### src/sv/ktd_pkg.sv
// shared types and constants for the key text decoder
`timescale 1ns / 1ps

package ktd_pkg;

    localparam int KEY_LEN   = 20;
    localparam int COUNT_SAT = 21;

    localparam logic [4:0] LAST_POS   = 5'(KEY_LEN);
    localparam logic [4:0] COUNT_TOP  = 5'(COUNT_SAT);

    localparam logic [7:0] CHR_DASH   = 8'h2D;
    localparam logic [7:0] CHR_SPACE  = 8'h20;
    localparam logic [7:0] CHR_TAB    = 8'h09;
    localparam logic [7:0] CHR_DIG_LO = 8'h32;
    localparam logic [7:0] CHR_DIG_HI = 8'h39;

    localparam logic [1:0] CLS_CONS  = 2'd0;
    localparam logic [1:0] CLS_VOWEL = 2'd1;
    localparam logic [1:0] CLS_DIGIT = 2'd2;

    localparam logic [1:0] ST_OK      = 2'd0;
    localparam logic [1:0] ST_BAD_LEN = 2'd1;
    localparam logic [1:0] ST_BAD_CHR = 2'd2;

    typedef struct packed {
        logic       skip;
        logic       hit;
        logic [3:0] code;
        logic [2:0] nbits;
    } t_dec;

    typedef struct packed {
        logic [1:0]  status;
        logic [7:0]  check_byte;
        logic [55:0] key_value;
        logic [63:0] packed_word;
        logic        beta_flag;
    } t_result;

endpackage

### src/sv/ktd_char_decode.sv
// class lookup: maps one character at a key position to its code and width
`timescale 1ns / 1ps

module ktd_char_decode
    import ktd_pkg::*;
(
    input  logic [7:0] i_char,
    input  logic [4:0] i_pos,
    output t_dec       o_dec
);

    logic [7:0] up_char;
    logic [1:0] cls;
    logic       cons_hit;
    logic [3:0] cons_code;
    logic       vow_hit;
    logic [1:0] vow_code;
    logic       dig_hit;
    logic [7:0] dig_diff;

    always_comb begin
        if (i_char >= 8'h61 && i_char <= 8'h7A) begin
            up_char = i_char - 8'h20;
        end else begin
            up_char = i_char;
        end
    end

    // first sixteen positions repeat consonant, vowel, consonant, digit
    always_comb begin
        if (i_pos >= 5'd16) begin
            cls = CLS_DIGIT;
        end else begin
            unique case (i_pos[1:0]) inside
                2'd0, 2'd2: cls = CLS_CONS;
                2'd1:       cls = CLS_VOWEL;
                default:    cls = CLS_DIGIT;
            endcase
        end
    end

    always_comb begin
        cons_hit  = 1'b1;
        cons_code = 4'd0;
        case (up_char)
            8'h42: cons_code = 4'd0;   // B
            8'h43: cons_code = 4'd1;   // C
            8'h44: cons_code = 4'd2;   // D
            8'h46: cons_code = 4'd3;   // F
            8'h47: cons_code = 4'd4;   // G
            8'h4A: cons_code = 4'd5;   // J
            8'h4C: cons_code = 4'd6;   // L
            8'h4D: cons_code = 4'd7;   // M
            8'h4E: cons_code = 4'd8;   // N
            8'h50: cons_code = 4'd9;   // P
            8'h52: cons_code = 4'd10;  // R
            8'h53: cons_code = 4'd11;  // S
            8'h54: cons_code = 4'd12;  // T
            8'h57: cons_code = 4'd13;  // W
            8'h58: cons_code = 4'd14;  // X
            8'h5A: cons_code = 4'd15;  // Z
            default: cons_hit = 1'b0;
        endcase
    end

    always_comb begin
        vow_hit  = 1'b1;
        vow_code = 2'd0;
        case (up_char)
            8'h41: vow_code = 2'd0;    // A
            8'h45: vow_code = 2'd1;    // E
            8'h55: vow_code = 2'd2;    // U
            8'h59: vow_code = 2'd3;    // Y
            default: vow_hit = 1'b0;
        endcase
    end

    assign dig_hit  = (i_char >= CHR_DIG_LO) && (i_char <= CHR_DIG_HI);
    assign dig_diff = i_char - CHR_DIG_LO;

    always_comb begin
        o_dec.skip = (i_char == CHR_DASH) || (i_char == CHR_SPACE) || (i_char == CHR_TAB);
        unique case (cls)
            CLS_CONS: begin
                o_dec.hit   = cons_hit;
                o_dec.code  = cons_code;
                o_dec.nbits = 3'd4;
            end
            CLS_VOWEL: begin
                o_dec.hit   = vow_hit;
                o_dec.code  = {2'b00, vow_code};
                o_dec.nbits = 3'd2;
            end
            default: begin
                o_dec.hit   = dig_hit;
                o_dec.code  = {1'b0, dig_diff[2:0]};
                o_dec.nbits = 3'd3;
            end
        endcase
    end

endmodule

### src/sv/ktd_pack.sv
// packing state: count, bit offset, packed word and bad flag; forms the result
`timescale 1ns / 1ps

module ktd_pack
    import ktd_pkg::*;
(
    input  logic    i_clk,
    input  logic    i_rst_n,
    input  logic    i_step,
    input  logic [7:0] i_char,
    input  logic    i_last,
    output t_result o_result
);

    logic [4:0]  r_count;
    logic [6:0]  r_offset;
    logic [63:0] r_buf;
    logic        r_bad;

    logic [4:0]  n_count;
    logic [6:0]  n_offset;
    logic [63:0] n_buf;
    logic        n_bad;

    t_dec        dec;
    logic [63:0] shifted;
    logic [63:0] word;
    logic [1:0]  status;

    ktd_char_decode u_dec (
        .i_char (i_char),
        .i_pos  (r_count),
        .o_dec  (dec)
    );

    assign shifted = {60'd0, dec.code} << r_offset[5:0];

    always_comb begin
        n_count  = r_count;
        n_offset = r_offset;
        n_buf    = r_buf;
        n_bad    = r_bad;
        if (!dec.skip) begin
            if (r_count < LAST_POS) begin
                if (dec.hit) begin
                    n_buf    = r_buf | shifted;
                    n_offset = r_offset + {4'd0, dec.nbits};
                end else begin
                    n_bad = 1'b1;
                end
            end
            if (r_count < COUNT_TOP) begin
                n_count = r_count + 5'd1;
            end
        end
    end

    // length failure wins over a bad character
    always_comb begin
        if (n_count != LAST_POS) begin
            status = ST_BAD_LEN;
        end else if (n_bad) begin
            status = ST_BAD_CHR;
        end else begin
            status = ST_OK;
        end
        word = (status == ST_OK) ? n_buf : 64'd0;
        o_result.status      = status;
        o_result.check_byte  = word[31:24];
        o_result.key_value   = {word[63:32], word[23:0]};
        o_result.packed_word = word;
        o_result.beta_flag   = word[0];
    end

    always_ff @(posedge i_clk) begin
        if (!i_rst_n) begin
            r_count  <= '0;
            r_offset <= '0;
            r_buf    <= '0;
            r_bad    <= 1'b0;
        end else if (i_step) begin
            if (i_last) begin
                r_count  <= '0;
                r_offset <= '0;
                r_buf    <= '0;
                r_bad    <= 1'b0;
            end else begin
                r_count  <= n_count;
                r_offset <= n_offset;
                r_buf    <= n_buf;
                r_bad    <= n_bad;
            end
        end
    end

endmodule

### src/sv/key_text_decoder_core.sv
// top level of the key text decoder: input register, packing logic, result register
//
//  channel | direction | handshake          | payload
//  --------+-----------+--------------------+-----------------------------------------
//  input   | in        | i_valid / o_stall  | i_char_code, i_last_char
//  result  | out       | o_valid / i_stall  | o_status, o_check_byte, o_key_value,
//          |           |                    | o_packed_word, o_beta_flag
//
// one character per cycle while o_stall is low; a transaction is held in the input register and
// updates the packing state as it leaves it
// the result of a last character is written to the result register at that same edge,
// so o_valid is registered behind both the input register and the result register
// synchronous active-low reset clears the packing state and both valid flags, not the data registers
// a stalled result only holds back a last character; other characters keep flowing
`timescale 1ns / 1ps

module key_text_decoder_core
    import ktd_pkg::*;
(
    input  logic        i_clk,
    input  logic        i_rst_n,
    input  logic        i_valid,
    output logic        o_stall,
    input  logic [7:0]  i_char_code,
    input  logic        i_last_char,
    output logic        o_valid,
    input  logic        i_stall,
    output logic [1:0]  o_status,
    output logic [7:0]  o_check_byte,
    output logic [55:0] o_key_value,
    output logic [63:0] o_packed_word,
    output logic        o_beta_flag
);

    logic       r_in_valid;
    logic [7:0] r_in_char;
    logic       r_in_last;
    logic       r_out_valid;
    t_result    r_out;

    logic       out_free;
    logic       step;
    logic       take_in;
    t_result    result;

    assign out_free = !r_out_valid || !i_stall;
    assign step     = r_in_valid && (!r_in_last || out_free);
    assign o_stall  = r_in_valid && !step;
    assign take_in  = i_valid && !o_stall;

    ktd_pack u_pack (
        .i_clk    (i_clk),
        .i_rst_n  (i_rst_n),
        .i_step   (step),
        .i_char   (r_in_char),
        .i_last   (r_in_last),
        .o_result (result)
    );

    always_ff @(posedge i_clk) begin
        if (!i_rst_n) begin
            r_in_valid <= 1'b0;
        end else if (take_in) begin
            r_in_valid <= 1'b1;
        end else if (step) begin
            r_in_valid <= 1'b0;
        end
    end

    always_ff @(posedge i_clk) begin
        if (take_in) begin
            r_in_char <= i_char_code;
            r_in_last <= i_last_char;
        end
    end

    always_ff @(posedge i_clk) begin
        if (!i_rst_n) begin
            r_out_valid <= 1'b0;
        end else if (step && r_in_last) begin
            r_out_valid <= 1'b1;
        end else if (!i_stall) begin
            r_out_valid <= 1'b0;
        end
    end

    always_ff @(posedge i_clk) begin
        if (step && r_in_last) begin
            r_out <= result;
        end
    end

    assign o_valid       = r_out_valid;
    assign o_status      = r_out.status;
    assign o_check_byte  = r_out.check_byte;
    assign o_key_value   = r_out.key_value;
    assign o_packed_word = r_out.packed_word;
    assign o_beta_flag   = r_out.beta_flag;

endmodule

### config.mk
export PLATFORM = sky130hd
export DESIGN_NAME = key_text_decoder_core
export DESIGN_NICKNAME = d
export VERILOG_FILES = /design/src/sv/ktd_pkg.sv /design/src/sv/ktd_char_decode.sv /design/src/sv/ktd_pack.sv /design/src/sv/key_text_decoder_core.sv
export SDC_FILE = /design/constraint.sdc
export NUM_CORES = 1
export LEC_CHECK = 0
export BUFFER_PORTS_ARGS = -buffer_cell sky130_fd_sc_hd__buf_4
export CELL_PAD_IN_SITES_DETAIL_PLACEMENT = 1
export CELL_PAD_IN_SITES_GLOBAL_PLACEMENT = 1
export CORE_MARGIN = 3
export CORE_UTILIZATION = 41
export DETAILED_ROUTE_END_ITERATION = 8
export PLACE_DENSITY_LB_ADDON = 0.1
export SYNTH_ARGS = -nofsm -noshare
export SYNTH_HDL_FRONTEND = slang
export SYNTH_HIERARCHICAL = 1
export SYNTH_SLANG_ARGS = --single-unit
### constraint.sdc
create_clock -name i_clk -period 8.34 [get_ports i_clk]
set_clock_uncertainty 0.15 [all_clocks]
set_input_delay 0.834 -clock i_clk [delete_from_list [all_inputs] [get_ports i_clk]]
set_output_delay 0.834 -clock i_clk [all_outputs]
set_load 0.02 [all_outputs]
### After elaboration in Yosys (flattened, before gate mapping)

Index checks and enable logic that the tools add are counted.

| cells by class | value |
|---|---|
| reduce and logical (&&, ||, !) cells | 25 |
| add/sub/neg operators | 4 |
| mux-type cells | 30 |
| eq/ne operators | 29 |
| magnitude comparators | 7 |
| bitwise logic cells | 1 |
| shifts and indexed selects | 1 |

Operators with widths:

| operator | count |
|---|---|
| $mux W64 | 5 |
| $eq A8 B7 Y1 const B | 20 |
| $or A64 B64 Y64 | 1 |
| $shl A4 B6 Y64 | 1 |
| $pmux W4 S15 | 1 |
| $mux W7 | 4 |
| $eq A8 B6 Y1 const B | 2 |
| $pmux W8 S2 | 1 |
| $reduce_or A16 Y1 | 1 |
| $mux W5 | 3 |
| $lt A5 B5 Y1 const B | 2 |
| $mux W1 | 10 |
| $eq A8 B4 Y1 const B | 1 |
| $ge A8 B6 Y1 const B | 1 |
| $ge A8 B7 Y1 const B | 1 |
| $le A8 B6 Y1 const B | 1 |
| $le A8 B7 Y1 const B | 1 |
| $mux W8 | 1 |
| $sub A8 B6 Y8 const B | 1 |
| $add A7 B3 Y7 | 1 |
| $logic_and A1 B1 Y1 | 6 |
| $logic_not A2 Y1 | 3 |
| $mux W2 | 3 |
| $pmux W2 S3 | 1 |
| other kinds (15) | 25 |

| word-level totals | value |
|---|---|
| output and inout port bits | 133 |
| register bits after elaboration | 219 |
| word-level logic and storage cells | 110 |
| input port bits | 13 |

### Logic depth before layout (Yosys ltp)

Gate-level depths: netlist (run 1).

| depth | value |
|---|---|
| word-level depth | 14 |
| depth in mapped cells | 13 |
| mapped depth without buffers | 10 |

### Modules after synthesis

The synthesis (run 1) kept the hierarchy.

Modules (own cells, without submodules):

| module | times used | area an instance (um^2) | seq. area each (um^2) | cells each |
|---|---|---|---|---|
| ktd_pack | 1 | 4805.9 | 1521.5 | 639 |
| key_text_decoder_core | 1 | 4299.1 | 4244.1 | 151 |
| ktd_char_decode | 1 | 579.3 | 0.0 | 85 |

### Least setup slack after synthesis (run 1)

OpenSTA, ideal clock, no wires.

| timing path | value |
|---|---|
| kind | input to register |
| from | input i_stall |
| to | register r_out (netlist bit o_beta_flag), enable pin |
| arrival | 7.160 ns |
| stages | 1 |
| buffers on the path | 0 |
| setup time | 0.665 ns |
| required time | 7.525 ns |
| path slack | 0.365 ns |
| cell sequence | a21oi_1 |

| on the way | value |
|---|---|
| word-level cells in the longest chain between the ends | 5 |

Ends and longest elaborated chain:

| item | RTL line | text |
|---|---|---|
| start: declaration | key_text_decoder_core.sv:27 | `input logic i_stall,` |
| $logic_not A1 Y1 | - |  |
| $logic_or A1 B1 Y1 | key_text_decoder_core.sv:46 | `assign out_free = !r_out_valid \|\| !i_stall;` |
| $logic_or A1 B1 Y1 | key_text_decoder_core.sv:47 | `assign step = r_in_valid && (!r_in_last \|\| out_free);` |
| $logic_and A1 B1 Y1 | key_text_decoder_core.sv:47 |  |
| $logic_and A1 B1 Y1 | key_text_decoder_core.sv:88 | `if (step && r_in_last) begin` |
| end signal: assignment | key_text_decoder_core.sv:89 | `r_out <= result;` |
| end: declaration | key_text_decoder_core.sv:39 | `t_result r_out;` |

Every way passes these cells.
A chain may end at the register's enable or synchronous reset.

==> results of run 1 <==
[flip-flops by register name, summed over array words and instances, names as in the netlist]
register	cells
o_packed_word	64
u_pack/r_buf	64
o_key_value	56
o_check_byte	8
r_in_char	8
u_pack/r_offset	6
u_pack/r_count	5
o_status	2
o_beta_flag	1
o_valid	1
r_in_last	1
r_in_valid	1
u_pack/r_bad	1
[cell families after synthesis]
logic type	count (synthesis)
DFF	218
muxes	9
buffers and inverters	158
and+or+nand+nor	237
AOI/OAI and AO/OA	237
xor gates and xnor gates	7
adders and majority gates	9
[routing by layer]
layer,vias up,global-route usage [%]
met3,30,3.398
li1,3274,-
met5,-,0
met1,3487,25.49
met2,181,34.61
met4,0,4.616
[tightest hold or removal path, stage by stage (launching register included)]
cell	delay, ns
dfxtp_1	0.31
nand2_1	0.05
nand2_1	0.04
[layout make-up]
type | count | area (um2) | area share, %
Clock buffer | 34 | 688.2 | 6.073
Clock inverter | 10 | 126.4 | 1.115
Inverter | 44 | 165.2 | 1.457
Multi-Input combinational cell | 499 | 3047 | 26.89
Sequential cell | 218 | 5766 | 50.88
Tap cell | 313 | 391.6 | 3.456
Timing Repair Buffer | 153 | 1149 | 10.14
[final timing paths]
| check | endpoint | slack (ns) | cells past startpoint |
|---|---|---|---|
| min reg2reg | u_pack/r_buf[1]$_SDFFE_PN0P_ | 0.29 | 2 |
| min | u_pack/r_buf[1]$_SDFFE_PN0P_ | 0.29 | 2 |
| max reg2reg | o_key_value[18]$_DFFE_PP_ | 3.90 | 8 |
| max | o_key_value[18]$_DFFE_PP_ | 3.90 | 8 |
[power breakdown]
group          switching [W]  internal [W]
registers          0.0000138       0.00116
clock network       0.000421      0.000640
logic              0.0000619     0.0000322
total               0.000497       0.00183
[stage by stage]
stage,area (um2),setup slack [ns]
floorplan,9684,0.3653
global placement,10520,4.095
detailed placement,10520,3.976
CTS,11330,3.936
global route,11330,3.533
finish,11330,3.895
[cells in the mapped netlist (all sizes together), types with 8 or more instances]
| library cell | count | area (um2) |
|---|---|---|
| nand3 | 8 | 40.04 |
| nor2 | 91 | 341.6 |
| dfxtp | 78 | 1562 |
| ha | 8 | 100.1 |
| a21oi | 92 | 460.4 |
| nor2b | 9 | 56.30 |
| o22ai | 8 | 50.05 |
| clkbuf | 19 | 72.56 |
| a31oi | 26 | 162.7 |
| inv | 44 | 165.2 |
| buf | 95 | 663.1 |
| nor3 | 22 | 115.1 |
| nand2 | 31 | 116.4 |
| nand2b | 11 | 68.82 |
| nor4 | 9 | 77.57 |
| edfxtp | 140 | 4204 |
| o21ai | 56 | 280.3 |
==> results.py, run 1 <==
metrics = {
    "detailed_routing": {
        "drc": 0,
        "finalWirelength_um": 25700,
        "vias": 6972,
        "first_pass_iters": 5,
        "wl_met2_um": 13030,
        "post_drt_wl_per_cell_um": 20.22,
        "routed_via_density": 5.485,
        "dr.max_layer_used": "met4",
        "wl_met1_um": 11020,
        "ant_nets": 0,
        "wl_met3_um": 1183,
        "drt_iter0_drc": 515,
    },
    "logic_synthesis": {
        "synth_compound_area_share_pct": 14.75,
        "seq_area_frac_synth_pct": 59.53,
        "synth_mux_area_share_pct": 1.189,
        "syn_area_um2": 9684,
        "synth_seq_cells": 218,
        "syn-instance-count": 875,
        "synth.distinct_cells": 73,
        "async_flop_share_pct": 0,
        "ys.flop_type": "edfxtp_1",
        "synth_top_family_by_area": "compound AO/OA/AOI/OAI gates",
        "synth_fp_nets": 897,
        "synth_xor_area_share_pct": 0.6331,
        "yosys_warnings": 6,
        "synth_fa_ha_area_share_pct": 1.240,
        "synth_edf_count": 140,
        "synthSimpleGateAreaFrac_pct": 13.35,
        "syn_area_per_cell_um2": 11.07,
    },
    "clock_network": {
        "clk_latency_ns": 0.51,
        "post_cts_buffers": 0,
        "cts_buffers": 24,
        "tritoncts": "done",
        "cts_root_buffer": "clkbuf_16",
        "path_clk_slew_ns": 0.06,
        "cts_buffer_depth": 3,
        "cts-resized-gates": 0,
        "clkSinkCount": 218,
        "htreeDepth": 1,
        "cts_hold_buf": 0,
    },
    "floorplanning": {
        "rows": 55,
        "die_area_um2": 25500,
        "dieHeight_um": 159.7,
        "fp.dieW_um": 159.7,
        "core_um2": 22920,
        "start_util_pct": 42.26,
        "io_pins": 146,
    },
    "critical_path": {
        "worst_ep_required_time_ns": 8.53,
        "timing.critical_path.cells": "and2_1, o2111ai_1, o2111ai_1, o21ai_0, or3b_1, nor3_1, a31oi_1, nor2_1",
        "crit_family": "simple AND/OR/NAND/NOR gates",
        "critPathMostFrequentCell": "o2111ai_1",
        "crit_start": "r_in_char[0]$_DFFE_PP_",
        "crit_buf_inv": 0,
        "regToRegStartpoint": "r_in_char[0]$_DFFE_PP_",
        "cpPeakStageDelay_ns": 0.81,
        "cp_max_fo": 21,
        "end_kind": "register",
        "cp-start-kind": "register",
        "worstSetupPathType": "reg -> reg",
        "cp_slowest_cell": "nor3_1",
        "arrival_ns": 4.63,
    },
    "grt": {
        "grt_usage_pct": 19.71,
        "grt_pass1_vias": 7272,
        "antenna_found_initial": 0,
        "grt_max_degree": 69,
        "overflow": 0,
        "grt_pass1_wl_um": 41010,
    },
    "placed_design": {
        "buffer_ports.inserted": 145,
        "hpwl_um": 17910,
        "gp_congestion": 0.8352,
        "placed_cells": 1227,
    },
    "timing": {
        "min_period_over_period_pct": 53.29,
        "holdWs_ns": 0.2887,
        "setup_viol": 0,
        "rsz0062_at_grt": "false",
        "slew_headroom_pct": 26.61,
        "worst_pin_slew_ns": 1.101,
        "final.setup.tns_ns": 0,
        "fmax_mhz": 225.0,
        "hold_violations": 0,
        "maxSlewViolCount": 0,
        "final.min_clock_period_ns": 4.445,
    },
    "min_path": {
        "hold_start": "u_pack/r_buf[1]$_SDFFE_PN0P_",
        "hold_class": "reg -> reg",
    },
    "finish": {
        "nNetsFinal": 962,
        "num_antenna_cells": 0,
        "fin_cells": 1271,
        "drive_gt1_share_pct": 21.92,
        "fill_cells": 2496,
        "final_common_cell": "buf_4",
        "area_growth_pct": 17.02,
        "utilization_pct": 49.45,
        "layout_common_cells": "buf_4 (153), edfxtp_1 (140), a21oi_1 (91), nor2_1 (91), dfxtp_1 (78)",
    },
    "pwr": {
        "finalPower_w": 0.002325,
        "peakVddDrop_uv": 163.3,
        "power.density_nw_per_um2": 205.2,
        "cellLeakagePower_nw": 3.997,
    },
    "flow_run": {
        "maxCapViolations": 0,
    },
    "outcome": {
        "outcome": "complete, no violations",
    },
}
Note: power is estimated with default switching activity, not from simulation.
==> run 2: changes to the inputs <==
ABC_AREA = 1   (was unset)
CORE_UTILIZATION = 45   (was 41)
clock period = 4.4 ns   (was 8.34 ns; I/O delays follow)
==> results.py, run 2 <==
metrics = {
    "min_path": {
        "hold_start": "i_valid",
        "min_to": "r_in_valid$_SDFFE_PN0P_",
        "hold_class": "in -> reg",
        "worstHoldPathCells": 3,
    },
    "logic_synthesis": {
        "seq_area_frac_synth_pct": 59.53,
        "syn-instance-count": 992,
        "ys.flop_type": "edfxtp_1",
        "netlist_top_cells_count": "edfxtp_1 (140), nor2_1 (129), nand2_1 (128)",
        "syn_area_um2": 9686,
        "synth_mux_area_share_pct": 0,
        "synth.distinct_cells": 38,
        "synth_edf_count": 140,
        "yosys_warnings": 6,
        "synthSimpleGateAreaFrac_pct": 18.99,
        "synth_top_family_by_area": "simple AND/OR/NAND/NOR gates",
        "synth_fp_nets": 1014,
        "synth_top_area_share_pct": 43.41,
        "synth_largest_area_cell": "edfxtp_1",
        "synth_seq_cells": 218,
        "synth_compound_area_share_pct": 8.655,
        "synth_most_common_cell": "edfxtp_1",
        "async_flop_share_pct": 0,
        "syn_area_per_cell_um2": 9.764,
        "synth_xor_area_share_pct": 0,
        "synthTopCellsByArea": "edfxtp_1 (43%), dfxtp_1 (16%), buf_4 (5.1%)",
        "synth_fa_ha_area_share_pct": 1.240,
    },
    "detailed_routing": {
        "drc": 0,
        "finalWirelength_um": 23270,
        "drt_iter0_drc": 302,
        "vias": 6824,
        "routed_via_density": 4.949,
        "ant_nets": 0,
        "first_pass_iters": 4,
        "post_drt_wl_per_cell_um": 16.88,
    },
    "clock_network": {
        "post_cts_buffers": 0,
        "cts_root_buffer": "clkbuf_16",
        "cts_buffers": 24,
        "path_clk_slew_ns": 0.06,
        "cts-resized-gates": 0,
        "clkSinkCount": 218,
        "clk_latency_ns": 0.52,
        "cts_hold_buf": 10,
        "tritoncts": "done",
        "htreeDepth": 1,
        "cts_buffer_depth": 3,
    },
    "timing": {
        "final.setup.tns_ns": 0,
        "holdWs_ns": 0.08547,
        "maxSlewViolCount": 0,
        "final.min_clock_period_ns": 3.722,
        "rsz0062_at_grt": "false",
        "fmax_mhz": 268.6,
        "worst_pin_slew_ns": 0.7581,
        "setup_viol": 0,
        "slew_headroom_pct": 49.12,
        "hold_violations": 0,
        "min_period_over_period_pct": 84.60,
    },
    "pwr": {
        "power.density_nw_per_um2": 380.7,
        "seq_power_share_pct": 50.9,
        "peakVddDrop_uv": 309.8,
        "p_switching_w": 0.0009511,
        "cellLeakagePower_nw": 4.290,
        "power.share.clock_pct": 44.2,
        "p_int_w": 0.003395,
        "swShare_pct": 21.88,
        "comb_power_share_pct": 4.8,
    },
    "finish": {
        "fill_cells": 2384,
        "num_antenna_cells": 0,
        "area_growth_pct": 17.88,
        "final_common_cell": "buf_4",
        "drive_gt1_share_pct": 24.46,
        "multiInputGateArea_um2": 2798,
        "fin_cells": 1379,
        "regArea_um2": 5766,
        "nNetsFinal": 1108,
        "layout_common_cells": "buf_4 (154), edfxtp_1 (140), nor2_1 (129), nand2_1 (128), inv_1 (117)",
    },
    "critical_path": {
        "crit_buf_inv": 3,
        "timing.critical_path.cells": "inv_1, ha_1, a21o_1, nand4_1, nand3_2, nor2_4, o31ai_1, nand2_1, nand2_1, o21ai_1, inv_1, o211ai_1, nand3_1, o21ai_1, nand3_1, nand2_1, inv_1, nor2_2",
        "r2r-end": "o_packed_word[30]$_DFFE_PP_",
        "regToRegStartpoint": "r_in_char[5]$_DFFE_PP_",
        "cpPeakStageDelay_ns": 0.48,
        "worstSetupPathType": "reg -> reg",
        "cp-start-kind": "register",
        "worst_ep_required_time_ns": 4.62,
        "r2r_slack_ns": 0.68,
        "cp_max_fo": 8,
        "reg2reg_depth": 18,
        "crit_family": "simple AND/OR/NAND/NOR gates",
        "cp_slowest_cell": "edfxtp_1",
        "arrival_ns": 3.94,
        "end_kind": "register",
    },
    "grt": {
        "overflow": 0,
        "grt_max_degree": 73,
        "antenna_found_initial": 0,
        "grt_pass1_vias": 7207,
        "grt_usage_pct": 19.72,
        "grt_pass1_wl_um": 37770,
    },
    "floorplanning": {
        "rows": 53,
        "die_area_um2": 23320,
        "dieHeight_um": 152.7,
        "fp.dieW_um": 152.7,
        "start_util_pct": 45.93,
        "io_pins": 146,
        "core_um2": 21090,
    },
    "placed_design": {
        "hpwl_um": 16350,
        "buffer_ports.inserted": 145,
        "placed_cells": 1325,
        "gp_congestion": 0.8704,
    },
    "outcome": {
        "outcome": "complete, no violations",
    },
    "flow_run": {
        "maxCapViolations": 0,
    },
}
run 2: cell types whose count changed after synthesis, moves of 23 or more:
cell | before | now
nor2_1 | 91 | 129
a31oi_1 | 26 | 3
a21oi_1 | 92 | 32
nand2_1 | 31 | 128
nor2_2 | 0 | 61
inv_1 | 44 | 118
nand3_1 | 8 | 44
run 2: worst max path at each step:
stage	from	end	slack, ns	cells after the start
after floorplan	r_in_last$_DFFE_PP_	o_beta_flag$_DFFE_PP_	0.45	5
after detailed placement	r_in_char[5]$_DFFE_PP_	o_check_byte[6]$_DFFE_PP_	0.71	18
after global routing	r_in_char[5]$_DFFE_PP_	o_packed_word[62]$_DFFE_PP_	0.31	18
after CTS	r_in_char[5]$_DFFE_PP_	o_packed_word[30]$_DFFE_PP_	0.68	18
final	r_in_char[5]$_DFFE_PP_	o_packed_word[30]$_DFFE_PP_	0.68	18
after global placement	r_in_char[5]$_DFFE_PP_	o_check_byte[6]$_DFFE_PP_	0.89	18
run 2: cell type report:
type / count / area share (%)
flip-flops and latches: 218 / 50.50
clock inverters: 13 / 1.173
multi-input cells: 556 / 24.50
repair buffers: 166 / 11.35
inverters: 120 / 3.967
clock buffers: 31 / 5.490
well taps: 275 / 3.014
run 2: power by group through the flow:
stage	Clock, W	Sequential [W]	Combinational, W
final	0.00192	0.00221	0.000210
after global routing	0.00207	0.00222	0.000230
after CTS	0.00198	0.00221	0.000212
after detailed placement	0	0.00226	0.000204
after global placement	0	0.00226	0.000202
after floorplan	0	0.00229	0.0000958
run 2: metrics by stage:
| step | total power (W) | util, % | cell area, um2 | setup slack, ns |
|---|---|---|---|---|
| after floorplan | 0.002382 | - | 9686 | 0.4484 |
| after global placement | 0.002459 | 50.06 | 10560 | 0.8883 |
| after detailed placement | 0.002462 | 50.06 | 10560 | 0.7126 |
| after CTS | 0.004410 | 54.14 | 11420 | 0.6799 |
| after global routing | 0.004520 | 54.14 | 11420 | 0.3089 |
| final | 0.004346 | 54.14 | 11420 | 0.6776 |
run 2: worst register-to-register path, cell delays in order, from the launching register on:
cell      delay [ns]
edfxtp_1        0.48
inv_1           0.11
ha_1            0.30
a21o_1          0.16
nand4_1         0.10
nand3_2         0.14
nor2_4          0.23
o31ai_1         0.14
nand2_1         0.09
nand2_1         0.05
o21ai_1         0.13
inv_1           0.08
o211ai_1        0.30
nand3_1         0.11
o21ai_1         0.43
nand3_1         0.28
nand2_1         0.13
inv_1           0.07
nor2_2          0.12
run 2: cells by family (layout without fill, tap and decap cells):
logic type / Yosys count / in the layout
AOI/OAI and AO/OA: 148 / 148
adders and majority gates: 9 / 9
buffers and inverters: 218 / 330
DFF: 218 / 218
and+or+nand+nor: 399 / 399
run 2: routing by layer:
layer	vias up	global-route usage, %	wire length (um)
li1	3380	-	-
met1	3294	24.28	9984
met2	120	35.74	11950
met3	30	3.266	899
met4	0	5.643	439
met5	-	0	0
